<file path="src/hdl/bmsi_pkg.sv">
`default_nettype none

package bmsi_pkg;

    // Function codes carried by each input word.
    localparam logic [1:0] FUNC_CPU_WRITE = 2'd0;
    localparam logic [1:0] FUNC_CPU_READ  = 2'd1;
    localparam logic [1:0] FUNC_PPU_BUS   = 2'd2;
    localparam logic [1:0] FUNC_CPU_ALT   = 2'd3;

    // CPU register regions, selected by addr[14:13] once addr[15] is set.
    localparam logic [1:0] REGION_BANK = 2'd0;
    localparam logic [1:0] REGION_MIRR = 2'd1;
    localparam logic [1:0] REGION_IRQ  = 2'd2;
    localparam logic [1:0] REGION_ENA  = 2'd3;

    // PRG slots, selected by addr[14:13].
    localparam logic [1:0] PRG_SLOT_LOW  = 2'd0;
    localparam logic [1:0] PRG_SLOT_MID  = 2'd1;
    localparam logic [1:0] PRG_SLOT_HIGH = 2'd2;
    localparam logic [1:0] PRG_SLOT_LAST = 2'd3;

    localparam int PRG_PAGE_W  = 6;
    localparam int CHR_PAGE_W  = 8;
    localparam int PRG_CFG_W   = 7;
    localparam int NUM_BANKS   = 8;
    localparam int BANK_IDX_W  = $clog2(NUM_BANKS);

    localparam logic [PRG_CFG_W-1:0] PRG_PAGES_RESET = 7'd32;

    // Register fields of bank select.
    localparam int SEL_PRG_SWAP_BIT = 6;
    localparam int SEL_CHR_INV_BIT  = 7;

    localparam logic [7:0] IRQ_COUNT_RELOAD = 8'hFF;

    // Mapping state as seen by the translation logic.
    typedef struct packed {
        logic [7:0]                 bank_select;
        logic [NUM_BANKS-1:0][7:0]  bank_regs;
        logic                       mirror_horizontal;
        logic                       irq_level;
    } map_state_t;

endpackage : bmsi_pkg

`default_nettype wire

</file>
<file path="src/hdl/bank_mapper_scanline_irq.sv">
`default_nettype none

// Cartridge bank mapper with a scanline interrupt counter. Every input word
// (a CPU register write, a CPU read translate or a PPU bus address) yields
// exactly one output word holding the program, pattern and nametable pages
// for its address, computed with the mapping as it stands after that word,
// plus the current interrupt level. A word passes through an input register
// and then the output register, and the block takes one word every cycle for
// as long as the output side is not stalled; the loop through the mapper
// state registers sets that rate. The program page count register may be
// written only while no word is in flight.
module bank_mapper_scanline_irq
    import bmsi_pkg::*;
(
    input  wire logic                  clk,
    input  wire logic                  rst_n,

    input  wire logic                  cfg_wr_en,
    input  wire logic [PRG_CFG_W-1:0]  cfg_wr_data,

    input  wire logic                  in_valid,
    output logic                       in_stall,
    input  wire logic [1:0]            func,
    input  wire logic [15:0]           addr,
    input  wire logic [7:0]            data,

    output logic                       out_valid,
    input  wire logic                  out_stall,
    output logic [PRG_PAGE_W-1:0]      prg_page,
    output logic [CHR_PAGE_W-1:0]      chr_page,
    output logic                       nt_page,
    output logic                       irq_out
);

    logic [PRG_CFG_W-1:0]  prg_pages_reg;

    // Input register.
    logic                  stg_valid_reg;
    logic [1:0]            stg_func_reg;
    logic [15:0]           stg_addr_reg;
    logic [7:0]            stg_data_reg;

    // Output register.
    logic                  out_valid_reg;
    logic [PRG_PAGE_W-1:0] prg_page_reg;
    logic [CHR_PAGE_W-1:0] chr_page_reg;
    logic                  nt_page_reg;
    logic                  irq_out_reg;

    logic                  in_take;
    logic                  stg_adv;
    map_state_t            map_next;
    logic [PRG_PAGE_W-1:0] prg_page_next;
    logic [CHR_PAGE_W-1:0] chr_page_next;
    logic                  nt_page_next;

    // The staged word moves on whenever the output register is free or is
    // being emptied in the same cycle; that move is also when it updates
    // the mapper state.
    assign stg_adv  = stg_valid_reg && (!out_valid_reg || !out_stall);
    assign in_stall = stg_valid_reg && !stg_adv;
    assign in_take  = in_valid && !in_stall;

    always_ff @(posedge clk or negedge rst_n)
    begin
        if (!rst_n)
            prg_pages_reg <= PRG_PAGES_RESET;
        else if (cfg_wr_en)
            prg_pages_reg <= cfg_wr_data;
    end

    always_ff @(posedge clk or negedge rst_n)
    begin
        if (!rst_n)
            stg_valid_reg <= 1'b0;
        else if (in_take)
            stg_valid_reg <= 1'b1;
        else if (stg_adv)
            stg_valid_reg <= 1'b0;
    end

    always_ff @(posedge clk)
    begin
        if (in_take)
        begin
            stg_func_reg <= func;
            stg_addr_reg <= addr;
            stg_data_reg <= data;
        end
    end

    bmsi_state u_state (
        .clk      (clk),
        .rst_n    (rst_n),
        .en       (stg_adv),
        .func     (stg_func_reg),
        .addr     (stg_addr_reg),
        .data     (stg_data_reg),
        .map_next (map_next)
    );

    // Translation uses the state after this word's own update.
    bmsi_xlate u_xlate (
        .map       (map_next),
        .addr      (stg_addr_reg),
        .prg_pages (prg_pages_reg),
        .prg_page  (prg_page_next),
        .chr_page  (chr_page_next),
        .nt_page   (nt_page_next)
    );

    always_ff @(posedge clk or negedge rst_n)
    begin
        if (!rst_n)
            out_valid_reg <= 1'b0;
        else if (stg_adv)
            out_valid_reg <= 1'b1;
        else if (!out_stall)
            out_valid_reg <= 1'b0;
    end

    always_ff @(posedge clk)
    begin
        if (stg_adv)
        begin
            prg_page_reg <= prg_page_next;
            chr_page_reg <= chr_page_next;
            nt_page_reg  <= nt_page_next;
            irq_out_reg  <= map_next.irq_level;
        end
    end

    assign out_valid = out_valid_reg;
    assign prg_page  = prg_page_reg;
    assign chr_page  = chr_page_reg;
    assign nt_page   = nt_page_reg;
    assign irq_out   = irq_out_reg;

`ifndef SYNTHESIS
    // A word leaving the input register always lands in the output register.
    a_adv_fills_out : assert property (@(posedge clk) disable iff (!rst_n)
        stg_adv |=> out_valid)
        else $error("staged word was not delivered to the output register");

    // A disable write must show the interrupt line low in its own result.
    a_disable_clears_irq : assert property (@(posedge clk) disable iff (!rst_n)
        (stg_adv && stg_func_reg == FUNC_CPU_WRITE && stg_addr_reg[15]
            && stg_addr_reg[14:13] == REGION_ENA && !stg_addr_reg[0])
        |=> !irq_out)
        else $error("interrupt still reported after a disable write");

    // The interrupt can only come up through a PPU bus word.
    a_irq_rise_from_ppu : assert property (@(posedge clk) disable iff (!rst_n)
        (stg_adv && !irq_out_reg && map_next.irq_level)
        |-> (stg_func_reg == FUNC_PPU_BUS))
        else $error("interrupt raised by a word that is not a PPU access");
`endif

endmodule : bank_mapper_scanline_irq

`default_nettype wire

</file>
<file path="src/hdl/bmsi_state.sv">
`default_nettype none

module bmsi_state
    import bmsi_pkg::*;
(
    input  wire logic        clk,
    input  wire logic        rst_n,
    input  wire logic        en,
    input  wire logic [1:0]  func,
    input  wire logic [15:0] addr,
    input  wire logic [7:0]  data,
    output map_state_t       map_next
);

    map_state_t  map_reg;
    logic [7:0]  irq_latch_reg,  irq_latch_next;
    logic [7:0]  irq_count_reg,  irq_count_next;
    logic        irq_reload_reg, irq_reload_next;
    logic        irq_enable_reg, irq_enable_next;
    logic        prev_a12_reg,   prev_a12_next;

    logic        a12_edge;
    logic        count_zero;

    assign a12_edge   = !prev_a12_reg && addr[12];
    assign count_zero = (irq_count_reg == 8'd0);

    always_comb
    begin
        map_next        = map_reg;
        irq_latch_next  = irq_latch_reg;
        irq_count_next  = irq_count_reg;
        irq_reload_next = irq_reload_reg;
        irq_enable_next = irq_enable_reg;
        prev_a12_next   = prev_a12_reg;

        if (func == FUNC_CPU_WRITE && addr[15])
        begin
            unique case (addr[14:13])
                REGION_BANK:
                begin
                    if (addr[0])
                        map_next.bank_regs[map_reg.bank_select[BANK_IDX_W-1:0]] = data;
                    else
                        map_next.bank_select = data;
                end
                REGION_MIRR:
                begin
                    // The odd register (RAM protect) is not implemented.
                    if (!addr[0])
                        map_next.mirror_horizontal = data[0];
                end
                REGION_IRQ:
                begin
                    if (addr[0])
                    begin
                        irq_count_next  = IRQ_COUNT_RELOAD;
                        irq_reload_next = 1'b1;
                    end
                    else
                        irq_latch_next = data;
                end
                REGION_ENA:
                begin
                    if (addr[0])
                        irq_enable_next = 1'b1;
                    else
                    begin
                        irq_enable_next    = 1'b0;
                        map_next.irq_level = 1'b0;
                    end
                end
                default:
                begin
                end
            endcase
        end
        else if (func == FUNC_PPU_BUS)
        begin
            prev_a12_next = addr[12];
            if (a12_edge)
            begin
                if (irq_reload_reg || count_zero)
                begin
                    if (irq_enable_reg && count_zero)
                        map_next.irq_level = 1'b1;
                    irq_count_next  = irq_latch_reg - 8'd1;
                    irq_reload_next = 1'b0;
                end
                else
                    irq_count_next = irq_count_reg - 8'd1;
            end
        end
    end

    always_ff @(posedge clk or negedge rst_n)
    begin
        if (!rst_n)
        begin
            map_reg        <= '0;
            irq_latch_reg  <= 8'd0;
            irq_count_reg  <= 8'd0;
            irq_reload_reg <= 1'b0;
            irq_enable_reg <= 1'b0;
            prev_a12_reg   <= 1'b0;
        end
        else if (en)
        begin
            map_reg        <= map_next;
            irq_latch_reg  <= irq_latch_next;
            irq_count_reg  <= irq_count_next;
            irq_reload_reg <= irq_reload_next;
            irq_enable_reg <= irq_enable_next;
            prev_a12_reg   <= prev_a12_next;
        end
    end

endmodule : bmsi_state

`default_nettype wire

</file>
<file path="src/hdl/bmsi_xlate.sv">
`default_nettype none

module bmsi_xlate
    import bmsi_pkg::*;
(
    input  wire map_state_t              map,
    input  wire logic [15:0]             addr,
    input  wire logic [PRG_CFG_W-1:0]    prg_pages,
    output logic [PRG_PAGE_W-1:0]        prg_page,
    output logic [CHR_PAGE_W-1:0]        chr_page,
    output logic                         nt_page
);

    logic [PRG_PAGE_W-1:0] last_page;
    logic [PRG_PAGE_W-1:0] second_page;
    logic [PRG_PAGE_W-1:0] swap_page;
    logic                  prg_swap;
    logic [2:0]            chr_slot;
    logic [BANK_IDX_W-1:0] chr_idx;

    // Fixed pages wrap modulo 64, as the page field is six bits wide.
    assign last_page   = prg_pages[PRG_PAGE_W-1:0] - PRG_PAGE_W'(1);
    assign second_page = prg_pages[PRG_PAGE_W-1:0] - PRG_PAGE_W'(2);
    assign swap_page   = map.bank_regs[6][PRG_PAGE_W-1:0];
    assign prg_swap    = map.bank_select[SEL_PRG_SWAP_BIT];

    always_comb
    begin
        case (addr[14:13])
            PRG_SLOT_LOW:  prg_page = prg_swap ? second_page : swap_page;
            PRG_SLOT_MID:  prg_page = map.bank_regs[7][PRG_PAGE_W-1:0];
            PRG_SLOT_HIGH: prg_page = prg_swap ? swap_page : second_page;
            default:       prg_page = last_page;
        endcase
    end

    assign chr_slot = addr[12:10] ^ {map.bank_select[SEL_CHR_INV_BIT], 2'b00};
    assign chr_idx  = BANK_IDX_W'({1'b0, chr_slot[1:0]} + 3'd2);

    always_comb
    begin
        case (chr_slot)
            3'd0:    chr_page = {map.bank_regs[0][7:1], 1'b0};
            3'd1:    chr_page = {map.bank_regs[0][7:1], 1'b1};
            3'd2:    chr_page = {map.bank_regs[1][7:1], 1'b0};
            3'd3:    chr_page = {map.bank_regs[1][7:1], 1'b1};
            default: chr_page = map.bank_regs[chr_idx];
        endcase
    end

    assign nt_page = map.mirror_horizontal ? addr[11] : addr[10];

endmodule : bmsi_xlate

`default_nettype wire
</file>
<file path="config.mk">
export PLATFORM = sky130hd
export DESIGN_NAME = bank_mapper_scanline_irq
export DESIGN_NICKNAME = d
export VERILOG_FILES = /design/src/hdl/bmsi_pkg.sv /design/src/hdl/bank_mapper_scanline_irq.sv /design/src/hdl/bmsi_state.sv /design/src/hdl/bmsi_xlate.sv
export SDC_FILE = /design/constraint.sdc
export NUM_CORES = 1
export LEC_CHECK = 0
export ABC_AREA = 0
export BUFFER_PORTS_ARGS = -buffer_cell sky130_fd_sc_hd__clkbuf_2
export CORE_ASPECT_RATIO = 1.25
export CORE_UTILIZATION = 35
export CTS_BUF_LIST = sky130_fd_sc_hd__clkbuf_4 sky130_fd_sc_hd__clkbuf_8
export DETAILED_ROUTE_END_ITERATION = 7
export GPL_TIMING_DRIVEN = 0
export PLACE_DENSITY = 0.6
export SLEW_MARGIN = 40
export SYNTH_ARGS = -nofsm -noshare
export SYNTH_HDL_FRONTEND = slang
export SYNTH_SLANG_ARGS = --single-unit
</file>
<file path="constraint.sdc">
create_clock -name clk -period 2.25 [get_ports clk]
set_input_delay 0.3375 -clock clk [delete_from_list [all_inputs] [get_ports clk]]
set_output_delay 0.3375 -clock clk [all_outputs]
set_load 0.02 [all_outputs]
</file>
==> impl_summary.txt, run 1 <==
----------------------------------------------------
[Global routing]
  Largest net degree at the start of global routing ... 66
  GRT Util Overall ... around a fifth
  Antenna violations before repair ... 0
  Number of global-route vias before repair ... between 5,000 and 6,000
  Global-route wire length before repair ... 28.3 mm
  Total congestion overflow after global routing ... 0

[Worst hold path]
  Kind of path behind the tightest hold check ... input port to flop
  Worst Min Path Start ... func[1]
  Hold EP ... stg_func_reg[1]
  Hold path cells ... 1

[Floorplanning]
  Number of rows created at floorplan ... 55
  Die boundary height ... approximately 160 um
  Die W ... approximately 120 um
  Die outline area ... just under 20,000 um^2
  Initial cell density of the core ... approximately 36%
  Boundary pin count ... 56
  Core outline area ... 18,300 um^2

[Yosys]
  Ys flop type ... sky130_fd_sc_hd__dfrtp_1
  Number of distinct standard cells referenced by the synthesized netlist ... between 70 and 80
  Number of storage elements in the synthesis netlist ... about 130
  Adder-Cell Fraction of Synth Area ... 0.758%
  Count leader, synth ... sky130_fd_sc_hd__dfrtp_1
  EDFF count, synth ... 33
  Largest area contributor in the synthesized netlist ... sky130_fd_sc_hd__dfrtp_1
  Yosys top cell area share ... ~35%
  Area share of xor/xnor cells in the synthesized design ... roughly 1.5%
  Ys async rst share ... between 70% and 80%
  Compound-cell area share of the yosys netlist ... between 15 and 20%
  Mean cell area of the mapped netlist ... roughly 11 um^2
  Commonest cells in the synthesized netlist ... 91 x sky130_fd_sc_hd__dfrtp_1, 74 x sky130_fd_sc_hd__nand2_1, 47 x sky130_fd_sc_hd__o21ai_0
  Register area share after synthesis ... around half
  Post-Syn Nets ... between 600 and 700
  Area share of and/or/nand/nor cells after synthesis ... a little under a fifth
  Synth warnings ... 0
  Cell types occupying the most area after synthesis ... sky130_fd_sc_hd__dfrtp_1 35%, sky130_fd_sc_hd__edfxtp_1 15%, sky130_fd_sc_hd__mux2_2 7.8%
  Summed instance area of the synthesized netlist ... 6600 um^2
  Cell count after synthesis ... ~620
  Main combinational cell family by area after synthesis ... simple AND/OR/NAND/NOR gates
  Share of synthesized area spent on multiplexers ... 10.8%

[Timing]
  Worst Skew ... 0.0106 ns
  RSZ-0062 raised after global routing ... true
  Period Utilization, post-route ... roughly 100%
  Slew margin rel. ... 55.7%
  Pin slew with the least headroom to its limit ... ~0.66 ns
  Final slew viol count ... 0
  Number of hold-slack violations in the final timing report ... 0
  Worst hold margin ... between 0.05 and 0.06 ns
  Final setup slack of the worst path ... between 0.01 and 0.015 ns
  Post-route minimum period ... 2.24 ns
  Fmax ... ~450 MHz
  Setup-violating endpoint count in the final report ... 0

[Detailed routing]
  Total number of vias ... approximately 5,200
  Average wire per cell in the routed design ... 19.2 um
  Detailed-route DRC error count ... 2
  1st-iter DRT viols ... 401
  Drt pass-1 iters ... 6
  Antenna viol nets, final ... 0
  Detailed Route WL ... around 18 mm
  Vias/cell ... about 5.6

[Finish]
  Synth-to-layout area growth ... 20.1%
  Flip-flop count of the largest register after layout ... between 60 and 70
  Net count, final ... around 750
  Filler cell count ... approximately 1,800
  Post-route insts no fill ... 945
  Antenna diode instance count ... 0
  Post-route standard cell area excluding fillers ... slightly below 8000 um^2
  Share of layout cells above drive strength 1 ... between 20 and 30%

[Placed design]
  Gp weighted congestion ... slightly below 0.9
  Cell Count Post-Placement ... ~900
  Area post-placement ... 7150 um^2
  Detail Placement HPWL ... around 13 mm
  Setup Slack @ Placement ... -0.678 ns
  Number of port buffers ... 44

[Clock tree]
  CTS tree ... built
  Clock slew at the register clock pins of the worst setup and hold paths ... ~0.07 ns
  Buffers from clock root to sink, at most ... 2
  CTS Root Cell ... sky130_fd_sc_hd__clkbuf_8
  H-tree level count ... 4
  Clock buffer count from CTS ... 17
  Clock insertion delay at the later pin of the skew report ... 0.45 ns
  Clock sink count ... 125

[Pwr]
  Pwr Total ... between 6 and 7 mW
  Total power per unit cell area ... around 800 nW/um^2
  Maximum resistive drop on vdd ... 0.311 mV
  P_sw ... around 1.9 mW
  Power share of the combinational group ... 19.6%
  Internal power component ... 4.50 mW
  Clk network pwr share ... a little under two fifths
  Sw Share ... between 20 and 30%
  Sequential power share ... about 44%
  Standby leakage power ... between 3 and 4 nW

[Worst setup path]
  RR Endpoint ... chr_page[3]
  Delay-heaviest family, CP ... compound AO/OA/AOI/OAI gates
  Largest fanout on the critical path ... 6
  Setup crit start kind ... flop
  Number of cells on the worst reg-to-reg path ... 6
  Total stage count of the critical path ... 6
  RR Startpoint ... stg_func_reg[1]
  Reg2reg setup slack ... 0.01 ns
  CP Class ... flop to flop
  Crit-path max cell delay ... 0.52 ns
  Buf/Inv on CP ... 1
  Kind of end point of the critical path ... flop
  Required time of the worst setup path ... 2.43 ns
  Data arrival at the endpoint of the critical path ... approximately 2.4 ns
  Max stage delay cell, worst path ... sky130_fd_sc_hd__edfxtp_1
  Ordered cell list for the critical path ... nor3b_4 > buf_4 > nand4_4 > mux2i_1 > a2111oi_2 > a31oi_2

[Run status]
  Violations in the final reports ... DRC
  Outcome ... finished, violations left

[Run]
  Max-capacitance violation count ... 0

----------------------------------------------------
## worst max-delay path by stage
stage	start	end	slack [ns]
finish	stg_func_reg[1]	chr_page[3]	0.01
global route	stg_func_reg[1]	chr_page[3]	-0.03
CTS	u_state.map_reg[67]	chr_page[3]	-0.01
detailed placement	stg_addr_reg[0]	chr_page[3]	-0.68
global placement	stg_addr_reg[0]	chr_page[3]	-0.62
floorplan	stg_func_reg[1]	prg_page[1]	0.18
## area by class of cell
| class | count | area (um^2) | area share (%) |
|---|---|---|---|
| Sequential cell | 125 | 3290 | 41.6 |
| Multi-Input combinational cell | 438 | 3180 | 40.1 |
| Timing Repair Buffer | 65 | 433 | 5.46 |
| Tap cell | 228 | 285 | 3.60 |
| Clock buffer | 18 | 241 | 3.05 |
| Clock inverter | 14 | 223 | 2.81 |
| Buffer | 38 | 198 | 2.49 |
| Inverter | 19 | 71.3 | 0.900 |
## cells by family (layout without fill, tap and decap cells)
logic type               count (synthesis)  in the layout
XOR/XNOR                                11             11
buffers and inverters                   58            154
AND/OR/NAND/NOR                        208            208
flip-flops                             125            125
adder cells (fa/ha/maj)                  4              4
multiplexers                            64             64
AO/OA/AOI/OAI                          151            151
## power groups by stage
stage,registers [mW],logic [mW],clock network [mW]
finish,2.79,1.25,2.34
global route,2.82,1.36,2.49
CTS,2.78,1.21,2.38
detailed placement,2.82,1.18,0
global placement,2.82,1.15,0
floorplan,2.79,0.809,0
## cell usage in the layout (no fill, tap or decap), drive strengths merged, types with 9 or more instances in the layout
| master | instances |
|---|---|
| dfrtp | 91 |
| clkbuf | 88 |
| nand2 | 74 |
| o21ai | 51 |
| mux2 | 46 |
| edfxtp | 33 |
| buf | 32 |
| nor2 | 29 |
| nand3 | 23 |
| a21oi | 21 |
| mux2i | 18 |
| inv | 17 |
| nand4 | 15 |
| nor3 | 12 |
| o211ai | 11 |
| a31oi | 11 |
| nor2b | 10 |
| clkinv | 9 |
## stage by stage
step	TNS (ns)	util [%]
after global routing	-0.132	43.3
after detailed placement	-10.39	39.0
after CTS	-0.0315	42.5
after global placement	-36.78	38.8
final	0	43.3
after floorplan	0	-
## layer usage
| layer | routed length (um) | track usage [%] | up-vias |
|---|---|---|---|
| li1 | - | - | 2459 |
| met1 | 7470 | 21.5 | 2581 |
| met2 | 9210 | 33.5 | 162 |
| met3 | 655 | 4.46 | 46 |
| met4 | 756 | 11.9 | 0 |
| met5 | 0 | 0 | - |
## repair_timing
item / in CTS / in global routing
endpoints found under the setup margin: 50 / 23
pin swaps: 5 / 5
hold buffers: 1 / 0
setup buffers: 11 / 7
resized for setup: 17 / 27
endpoints found under the hold margin: 27 / 0
(Power assumes the default switching activity.)
==> run 2, diff against run 1 <==
==> constraint.sdc (replaced) <==
create_clock -name clk -period 2.1 [get_ports clk]
set_input_delay 0.42 -clock clk [delete_from_list [all_inputs] [get_ports clk]]
set_output_delay 0.42 -clock clk [all_outputs]
set_load 0.02 [all_outputs]
==> impl_summary.txt, run 2 (synthesized netlist as in run 1, its figures left out) <==
----------------------------------------------------
[Timing]
  Fmax ... 456 MHz (+2.1%)
  Final setup slack of the worst path ... -0.0924 ns (-0.103 ns)
  RSZ-0062 raised after global routing ... true
  Worst hold margin ... 0.139 ns (+0.0826 ns)
  Pin slew with the least headroom to its limit ... 0.549 ns (-0.109 ns)
  Post-route minimum period ... 2.19 ns (-0.0468 ns)
  Worst Skew ... 0.00890 ns (-0.00167 ns)
  Period Utilization, post-route ... 104% (+4.9 points)
  Setup-violating endpoint count in the final report ... 17 (+17)
  Slew margin rel. ... 63.4% (+7.7 points)
  Number of hold-slack violations in the final timing report ... 0 (unchanged)
  Final slew viol count ... 0 (unchanged)

[Clock tree]
  Clock buffer count from CTS ... 17 (unchanged)
  Clock insertion delay at the later pin of the skew report ... 0.45 ns (about the same)
  CTS Root Cell ... sky130_fd_sc_hd__clkbuf_8
  CTS tree ... built
  Clock slew at the register clock pins of the worst setup and hold paths ... 0.07 ns (about the same)
  H-tree level count ... 4 (unchanged)
  Buffers from clock root to sink, at most ... 2 (unchanged)
  Clock sink count ... 125 (unchanged)

[Finish]
  Flip-flop count of the largest register after layout ... 65 (unchanged)
  Net count, final ... 756 (+1.3%)
  Most common cell after layout, fill and taps aside ... sky130_fd_sc_hd__dfrtp_1
  Filler cell count ... 1,721 (-1.9%)
  Antenna diode instance count ... 0 (unchanged)
  Most used cells in the layout excluding fill and tap cells ... 91 x sky130_fd_sc_hd__dfrtp_1, 68 x sky130_fd_sc_hd__nand2_1, 51 x sky130_fd_sc_hd__clkbuf_2, 42 x sky130_fd_sc_hd__mux2_2, 40 x sky130_fd_sc_hd__o21ai_0
  Share of layout cells above drive strength 1 ... 32.7% (+4.1 points)
  Post-route insts no fill ... 955 (+1.1%)
  Synth-to-layout area growth ... 25.5%

[Global routing]
  GRT Util Overall ... 19.6% (+0.38 points)
  Antenna violations before repair ... 0 (unchanged)
  Number of global-route vias before repair ... 5,397 (+1.8%)
  Total congestion overflow after global routing ... 0 (unchanged)
  Largest net degree at the start of global routing ... 66 (unchanged)
  Global-route wire length before repair ... 28.9 mm (+2.0%)

[Worst setup path]
  Required time of the worst setup path ... 2.28 ns (-0.15 ns)
  Ordered cell list for the critical path ... buf_4 > nor3b_4 > buf_6 > nand4_1 > buf_4 > a2111oi_2 > a31oi_2
  CP Class ... flop to flop
  Crit-path max cell delay ... 0.45 ns (-0.07 ns)
  Kind of end point of the critical path ... flop
  Most frequent cell on the critical path ... sky130_fd_sc_hd__buf_4
  Reg2reg setup slack ... -0.09 ns (-0.10 ns)
  Setup crit start kind ... flop
  Max stage delay cell, worst path ... sky130_fd_sc_hd__a2111oi_2
  Largest fanout on the critical path ... 10 (+4)
  Data arrival at the endpoint of the critical path ... 2.37 ns (-0.05 ns)

[Detailed routing]
  1st-iter DRT viols ... 383 (-4.5%)
  Drt pass-1 iters ... 7 (+1)
  Detailed-route DRC error count ... 2 (unchanged)
  Detailed Route WL ... 18.6 mm (+2.7%)
  Total number of vias ... 5,413 (+3.1%)
  Antenna viol nets, final ... 0 (unchanged)
  Vias/cell ... 5.67 (+2.1%)
  Average wire per cell in the routed design ... 19.5 um (+1.6%)

[Pwr]
  Total power per unit cell area ... 838 nW/um^2 (+4.3%)
  Maximum resistive drop on vdd ... 0.347 mV (+12%)
  Standby leakage power ... 3.50 nW (+3.8%)

[Run status]
  Outcome ... finished, violations left
  Violations in the final reports ... DRC, setup timing

[Floorplanning]
  Die W ... 125 um (unchanged)
  Die outline area ... 19,400 um^2 (unchanged)
  Number of rows created at floorplan ... 55 (unchanged)
  Initial cell density of the core ... 36.1% (unchanged)
  Boundary pin count ... 56 (unchanged)
  Core outline area ... 18,300 um^2 (unchanged)
  Die boundary height ... 156 um (unchanged)

[Placed design]
  Detail Placement HPWL ... 12.6 mm (unchanged)
  Number of port buffers ... 44 (unchanged)
  Cell Count Post-Placement ... 894 (unchanged)
  Gp weighted congestion ... 0.886 (unchanged)

[Run]
  Max-capacitance violation count ... 0 (unchanged)

[Worst hold path]
  Kind of path behind the tightest hold check ... input port to flop

----------------------------------------------------
run 2: final timing paths:
check | to | from | depth (start not counted)
max | chr_page[3] | stg_addr_reg[13] | 7
min | stg_func_reg[1] | func[1] | 1
max reg2reg | chr_page[3] | stg_addr_reg[13] | 7
min reg2reg | u_state.map_reg[7] | u_state.map_reg[7] | 2
max in group asynchronous | prg_pages_reg[5] | rst_n | 3
min in group asynchronous | u_state.map_reg[39] | rst_n | 2
run 2: worst max-delay path, delay by kind of cell (launching register included):
| family | cells | cell delay (ns) |
|---|---|---|
| buffers and inverters | 3 | 0.59 |
| AO/OA/AOI/OAI | 2 | 0.56 |
| flip-flops | 1 | 0.40 |
| AND/OR/NAND/NOR | 2 | 0.36 |
run 2: report_power, final:
| group | switching (mW) | internal, mW |
|---|---|---|
| Clock | 0.970 | 1.53 |
| Combinational | 0.815 | 0.612 |
| Sequential | 0.277 | 2.74 |
| Total | 2.06 | 4.88 |
run 2: area by class of cell:
class	count	area, um^2	area share [%]
buffer	39	259	3.13
multi-input combinational	439	3370	40.7
clock buffer	18	241	2.92
sequential	125	3290	39.8
clock inverter	14	223	2.69
tap	228	285	3.45
inverter	19	71.3	0.861
timing repair buffer	73	534	6.45
run 2: metal layers:
metal  vias up  GRT usage (%)  routed length, um
met3        51           4.46                816
met1      2700           21.7               7420
li1       2491              -                  -
met2       171           34.4               9510
met5         -              0                  0
met4         0           12.2                835
run 2: what timing repair did:
action,CTS,global route
hold buffers,1,0
endpoints found under the setup margin,88,63
pin swaps,16,15
buffers inserted,21,5
hold endpoints to repair,27,0
gates resized for setup,47,63
cloned,1,1
run 2: through the flow:
stage / TNS (ns) / worst slack [ns] / power [mW] / cell area [um^2] / utilization, %
4_1_cts: -1.04 / -0.0765 / 6.89 / 8000 / 43.7
3_3_place_gp: -71.47 / -0.770 / 4.24 / 7110 / 38.8
2_1_floorplan: 0 / 0.0309 / 3.86 / 6600 / -
5_1_grt: -2.19 / -0.133 / 7.27 / 8280 / 45.2
3_5_place_dp: -24.72 / -0.828 / 4.28 / 7150 / 39.0
6_report: -0.586 / -0.0924 / 6.94 / 8280 / 45.2
==> run 3, diff against run 2 <==
--- a/config.mk
+++ b/config.mk
@@ -5,14 +5,14 @@
 export SDC_FILE = /design/constraint.sdc
 export NUM_CORES = 1
 export LEC_CHECK = 0
-export ABC_AREA = 0
+export ABC_AREA = 1
 export BUFFER_PORTS_ARGS = -buffer_cell sky130_fd_sc_hd__clkbuf_2
 export CORE_ASPECT_RATIO = 1.25
 export CORE_UTILIZATION = 35
-export CTS_BUF_LIST = sky130_fd_sc_hd__clkbuf_4 sky130_fd_sc_hd__clkbuf_8
+export CTS_BUF_LIST = sky130_fd_sc_hd__clkbuf_16
 export DETAILED_ROUTE_END_ITERATION = 7
 export GPL_TIMING_DRIVEN = 0
-export PLACE_DENSITY = 0.6
+export PLACE_DENSITY = 0.58
 export SLEW_MARGIN = 40
 export SYNTH_ARGS = -nofsm -noshare
 export SYNTH_HDL_FRONTEND = slang
==> impl_summary.txt, run 3 <==
----------------------------------------------------
[Yosys]
  Cell types occupying the most area after synthesis ... sky130_fd_sc_hd__dfrtp_1 35%, sky130_fd_sc_hd__edfxtp_1 15%, sky130_fd_sc_hd__nand2_1 12%
  Number of storage elements in the synthesis netlist ... 125 (unchanged)
  Number of distinct standard cells referenced by the synthesized netlist ... 39 (-49%)
  Synth warnings ... 0 (unchanged)
  Ys async rst share ... 73.6% (unchanged)
  Yosys top cell area share ... 35.1% (+0.59 points)
  Commonest cells in the synthesized netlist ... 211 x sky130_fd_sc_hd__nand2_1, 124 x sky130_fd_sc_hd__o21ai_0, 91 x sky130_fd_sc_hd__dfrtp_1
  Post-Syn Nets ... 822 (+24%)
  Summed instance area of the synthesized netlist ... 6490 um^2 (-1.7%)
  Ys flop type ... sky130_fd_sc_hd__dfrtp_1
  Largest area contributor in the synthesized netlist ... sky130_fd_sc_hd__dfrtp_1
  EDFF count, synth ... 33 (unchanged)
  Register area share after synthesis ... 50.8% (+0.85 points)
  Mean cell area of the mapped netlist ... 8.32 um^2 (-22%)
  Count leader, synth ... sky130_fd_sc_hd__nand2_1
  Cell count after synthesis ... 780 (+26%)

[Detailed routing]
  Total number of vias ... 5,421 (+0.15%)
  Drt pass-1 iters ... 5 (-2)
  Detailed-route DRC error count ... 0 (-2)
  Vias/cell ... 4.90 (-14%)
  Detailed Route WL ... 16.7 mm (-10%)
  Average wire per cell in the routed design ... 15.1 um (-23%)
  Antenna viol nets, final ... 0 (unchanged)
  1st-iter DRT viols ... 455 (+19%)

[Pwr]
  Maximum resistive drop on vdd ... 0.614 mV (+77%)
  Pwr Total ... 8.36 mW (+20%)
  Total power per unit cell area ... 1050 nW/um^2 (+25%)
  Standby leakage power ... 3.72 nW (+6.5%)

[Clock tree]
  CTS tree ... built
  Buffers from clock root to sink, at most ... 2 (unchanged)
  Clock buffer count from CTS ... 17 (unchanged)
  Clock insertion delay at the later pin of the skew report ... 0.42 ns (-0.03 ns)
  CTS Root Cell ... sky130_fd_sc_hd__clkbuf_16
  Clock sink count ... 125 (unchanged)
  H-tree level count ... 4 (unchanged)
  Clock slew at the register clock pins of the worst setup and hold paths ... 0.06 ns (about the same)

[Finish]
  Net count, final ... 908 (+20%)
  Storage cell area ... 3290 um^2 (unchanged)
  Synth-to-layout area growth ... 22.7%
  Share of layout cells above drive strength 1 ... 19.3% (-13 points)
  Filler cell count ... 1,808 (+5.1%)
  Multi-input gate area ... 2840 um^2 (-16%)
  Flip-flop count of the largest register after layout ... 65 (unchanged)
  Antenna diode instance count ... 0 (unchanged)
  Most used cells in the layout excluding fill and tap cells ... 204 x sky130_fd_sc_hd__nand2_1, 117 x sky130_fd_sc_hd__o21ai_0, 91 x sky130_fd_sc_hd__dfrtp_1, 86 x sky130_fd_sc_hd__inv_1, 45 x sky130_fd_sc_hd__clkbuf_2
  Most common cell after layout, fill and taps aside ... sky130_fd_sc_hd__nand2_1

[Timing]
  Pin slew with the least headroom to its limit ... 0.778 ns (+0.228 ns)
  Slew margin rel. ... 47.8% (-16 points)
  Fmax ... 470 MHz (+3.1%)
  Worst hold margin ... 0.169 ns (+0.0298 ns)
  Period Utilization, post-route ... 101% (-3.1 points)
  Post-route minimum period ... 2.13 ns (-0.0658 ns)
  Number of hold-slack violations in the final timing report ... 0 (unchanged)
  Worst Skew ... 0.00695 ns (-0.00195 ns)
  Final setup slack of the worst path ... -0.0266 ns (+0.0658 ns)
  RSZ-0062 raised after global routing ... true
  Final slew viol count ... 0 (unchanged)
  Setup-violating endpoint count in the final report ... 1 (-16)

[Floorplanning]
  Die outline area ... 19,100 um^2 (-1.6%)
  Core outline area ... 18,100 um^2 (-1.1%)
  Initial cell density of the core ... 35.9% (-0.20 points)
  Die W ... 124 um (-0.83%)
  Number of rows created at floorplan ... 55 (unchanged)
  Die boundary height ... 154 um (-0.83%)
  Boundary pin count ... 56 (unchanged)

[Worst setup path]
  Data arrival at the endpoint of the critical path ... 2.29 ns (-0.08 ns)
  Max stage delay cell, worst path ... sky130_fd_sc_hd__edfxtp_1
  Kind of end point of the critical path ... flop
  Required time of the worst setup path ... 2.26 ns (-0.02 ns)
  Buf/Inv on CP ... 2 (-1)
  Delay-heaviest family, CP ... simple AND/OR/NAND/NOR gates
  Setup crit start kind ... flop
  Ordered cell list for the critical path ... nor2_4 > inv_4 > nor3_4 > nand2_4 > buf_6 > o211ai_1 > nand3_1 > nand3_2 > nand2_1
  Largest fanout on the critical path ... 7 (-3)
  CP Class ... flop to flop
  Crit-path max cell delay ... 0.43 ns (-0.02 ns)

[Run]
  Max-capacitance violation count ... 0 (unchanged)

[Placed design]
  Gp weighted congestion ... 0.832 (-6.1%)
  Detail Placement HPWL ... 11.5 mm (-8.7%)
  Number of port buffers ... 45 (+2.3%)

[Run status]
  Outcome ... finished, violations left
  Violations in the final reports ... setup timing

[Worst hold path]
  Kind of path behind the tightest hold check ... input port to flop

[Global routing]
  Largest net degree at the start of global routing ... 66 (unchanged)
  Number of global-route vias before repair ... 5,143 (-4.7%)
  Total congestion overflow after global routing ... 0 (unchanged)
  Antenna violations before repair ... 0 (unchanged)
  Global-route wire length before repair ... 26.9 mm (-6.8%)
  GRT Util Overall ... 18.8% (-0.86 points)

----------------------------------------------------
run 3: changes by cell type in the layout (fill, tap and decap cells not counted), sizes merged, moves of 10 or more:
| cell | before | now |
|---|---|---|
| a31oi | 11 | 0 |
| inv | 17 | 91 |
| mux2 | 46 | 1 |
| mux2i | 18 | 1 |
| nand2 | 74 | 215 |
| nand3 | 23 | 40 |
| nor2b | 10 | 0 |
| o211ai | 11 | 38 |
| o21ai | 51 | 147 |
run 3: worst paths after layout:
kind                                          from                  endpoint  slack (ns)  cells past startpoint
worst max-delay path              stg_addr_reg[13]               chr_page[6]       -0.03                      9
max in group asynchronous                    rst_n  u_state.irq_count_reg[3]        1.02                      3
worst min register to register  u_state.map_reg[7]        u_state.map_reg[7]        0.48                      2
worst max register to register    stg_addr_reg[13]               chr_page[6]       -0.03                      9
worst min-delay path                       data[4]           stg_data_reg[4]        0.17                      1
min in group asynchronous                    rst_n          prg_pages_reg[3]        0.44                      2
run 3: what timing repair did:
action                                  4_1_cts  5_1_grt
hold buffers                                  1        0
pin swaps                                     2       30
gates cloned                                  0        2
endpoints found under the setup margin        9       61
endpoints found under the hold margin        26        0
resized for setup                             8       59
buffers inserted                              6       14
run 3: layout make-up:
cell class | instances | area share (%)
flip-flops and latches | 125 | 41.4
multi-input cells | 530 | 35.7
repair buffers | 69 | 5.63
clock buffers | 17 | 5.34
inverters | 91 | 4.42
well taps | 228 | 3.58
plain buffers | 32 | 2.55
clock inverters | 15 | 1.46
run 3: power breakdown:
group          leakage (nW)  total, mW  switching, mW  internal (mW)
Sequential             1.53       3.42          0.331           3.09
Clock                 0.283       2.74           1.04           1.69
Combinational          1.92       2.21           1.40          0.801
run 3: kinds of logic after synthesis:
kind of cell | share of synthesized area (%)
and+or+nand+nor | 20.6
adders and majority gates | 0.771
muxes | 0.328
AOI/OAI and AO/OA | 18.6
DFF | 50.8
xor gates and xnor gates | 0.964
buffers and inverters | 8.02
run 3: metrics by stage:
stage / TNS, ns / cells / util [%] / instance area (um^2) / setup WS (ns)
2_1_floorplan: 0 / 780 / - / 6490 / 0.249
3_3_place_gp: -77.74 / 1053 / 38.7 / 7000 / -0.751
3_5_place_dp: -2.61 / 1054 / 38.9 / 7040 / -0.194
4_1_cts: 0 / 1093 / 42.3 / 7660 / 0.00123
5_1_grt: -0.812 / 1107 / 44.0 / 7960 / -0.127
6_report: -0.0266 / 1107 / 44.0 / 7960 / -0.0266
run 3: layer usage:
| metal | part of all wire [%] | vias to the layer above | track usage, % | routed length, um |
|---|---|---|---|---|
| met3 | 3.1 | 28 | 3.39 | 514 |
| met2 | 50 | 91 | 31.7 | 8270 |
| met5 | 0 | - | 0 | 0 |
| met4 | 2.8 | 0 | 8.49 | 461 |
| met1 | 45 | 2524 | 22.9 | 7430 |
| li1 | - | 2778 | - | - |
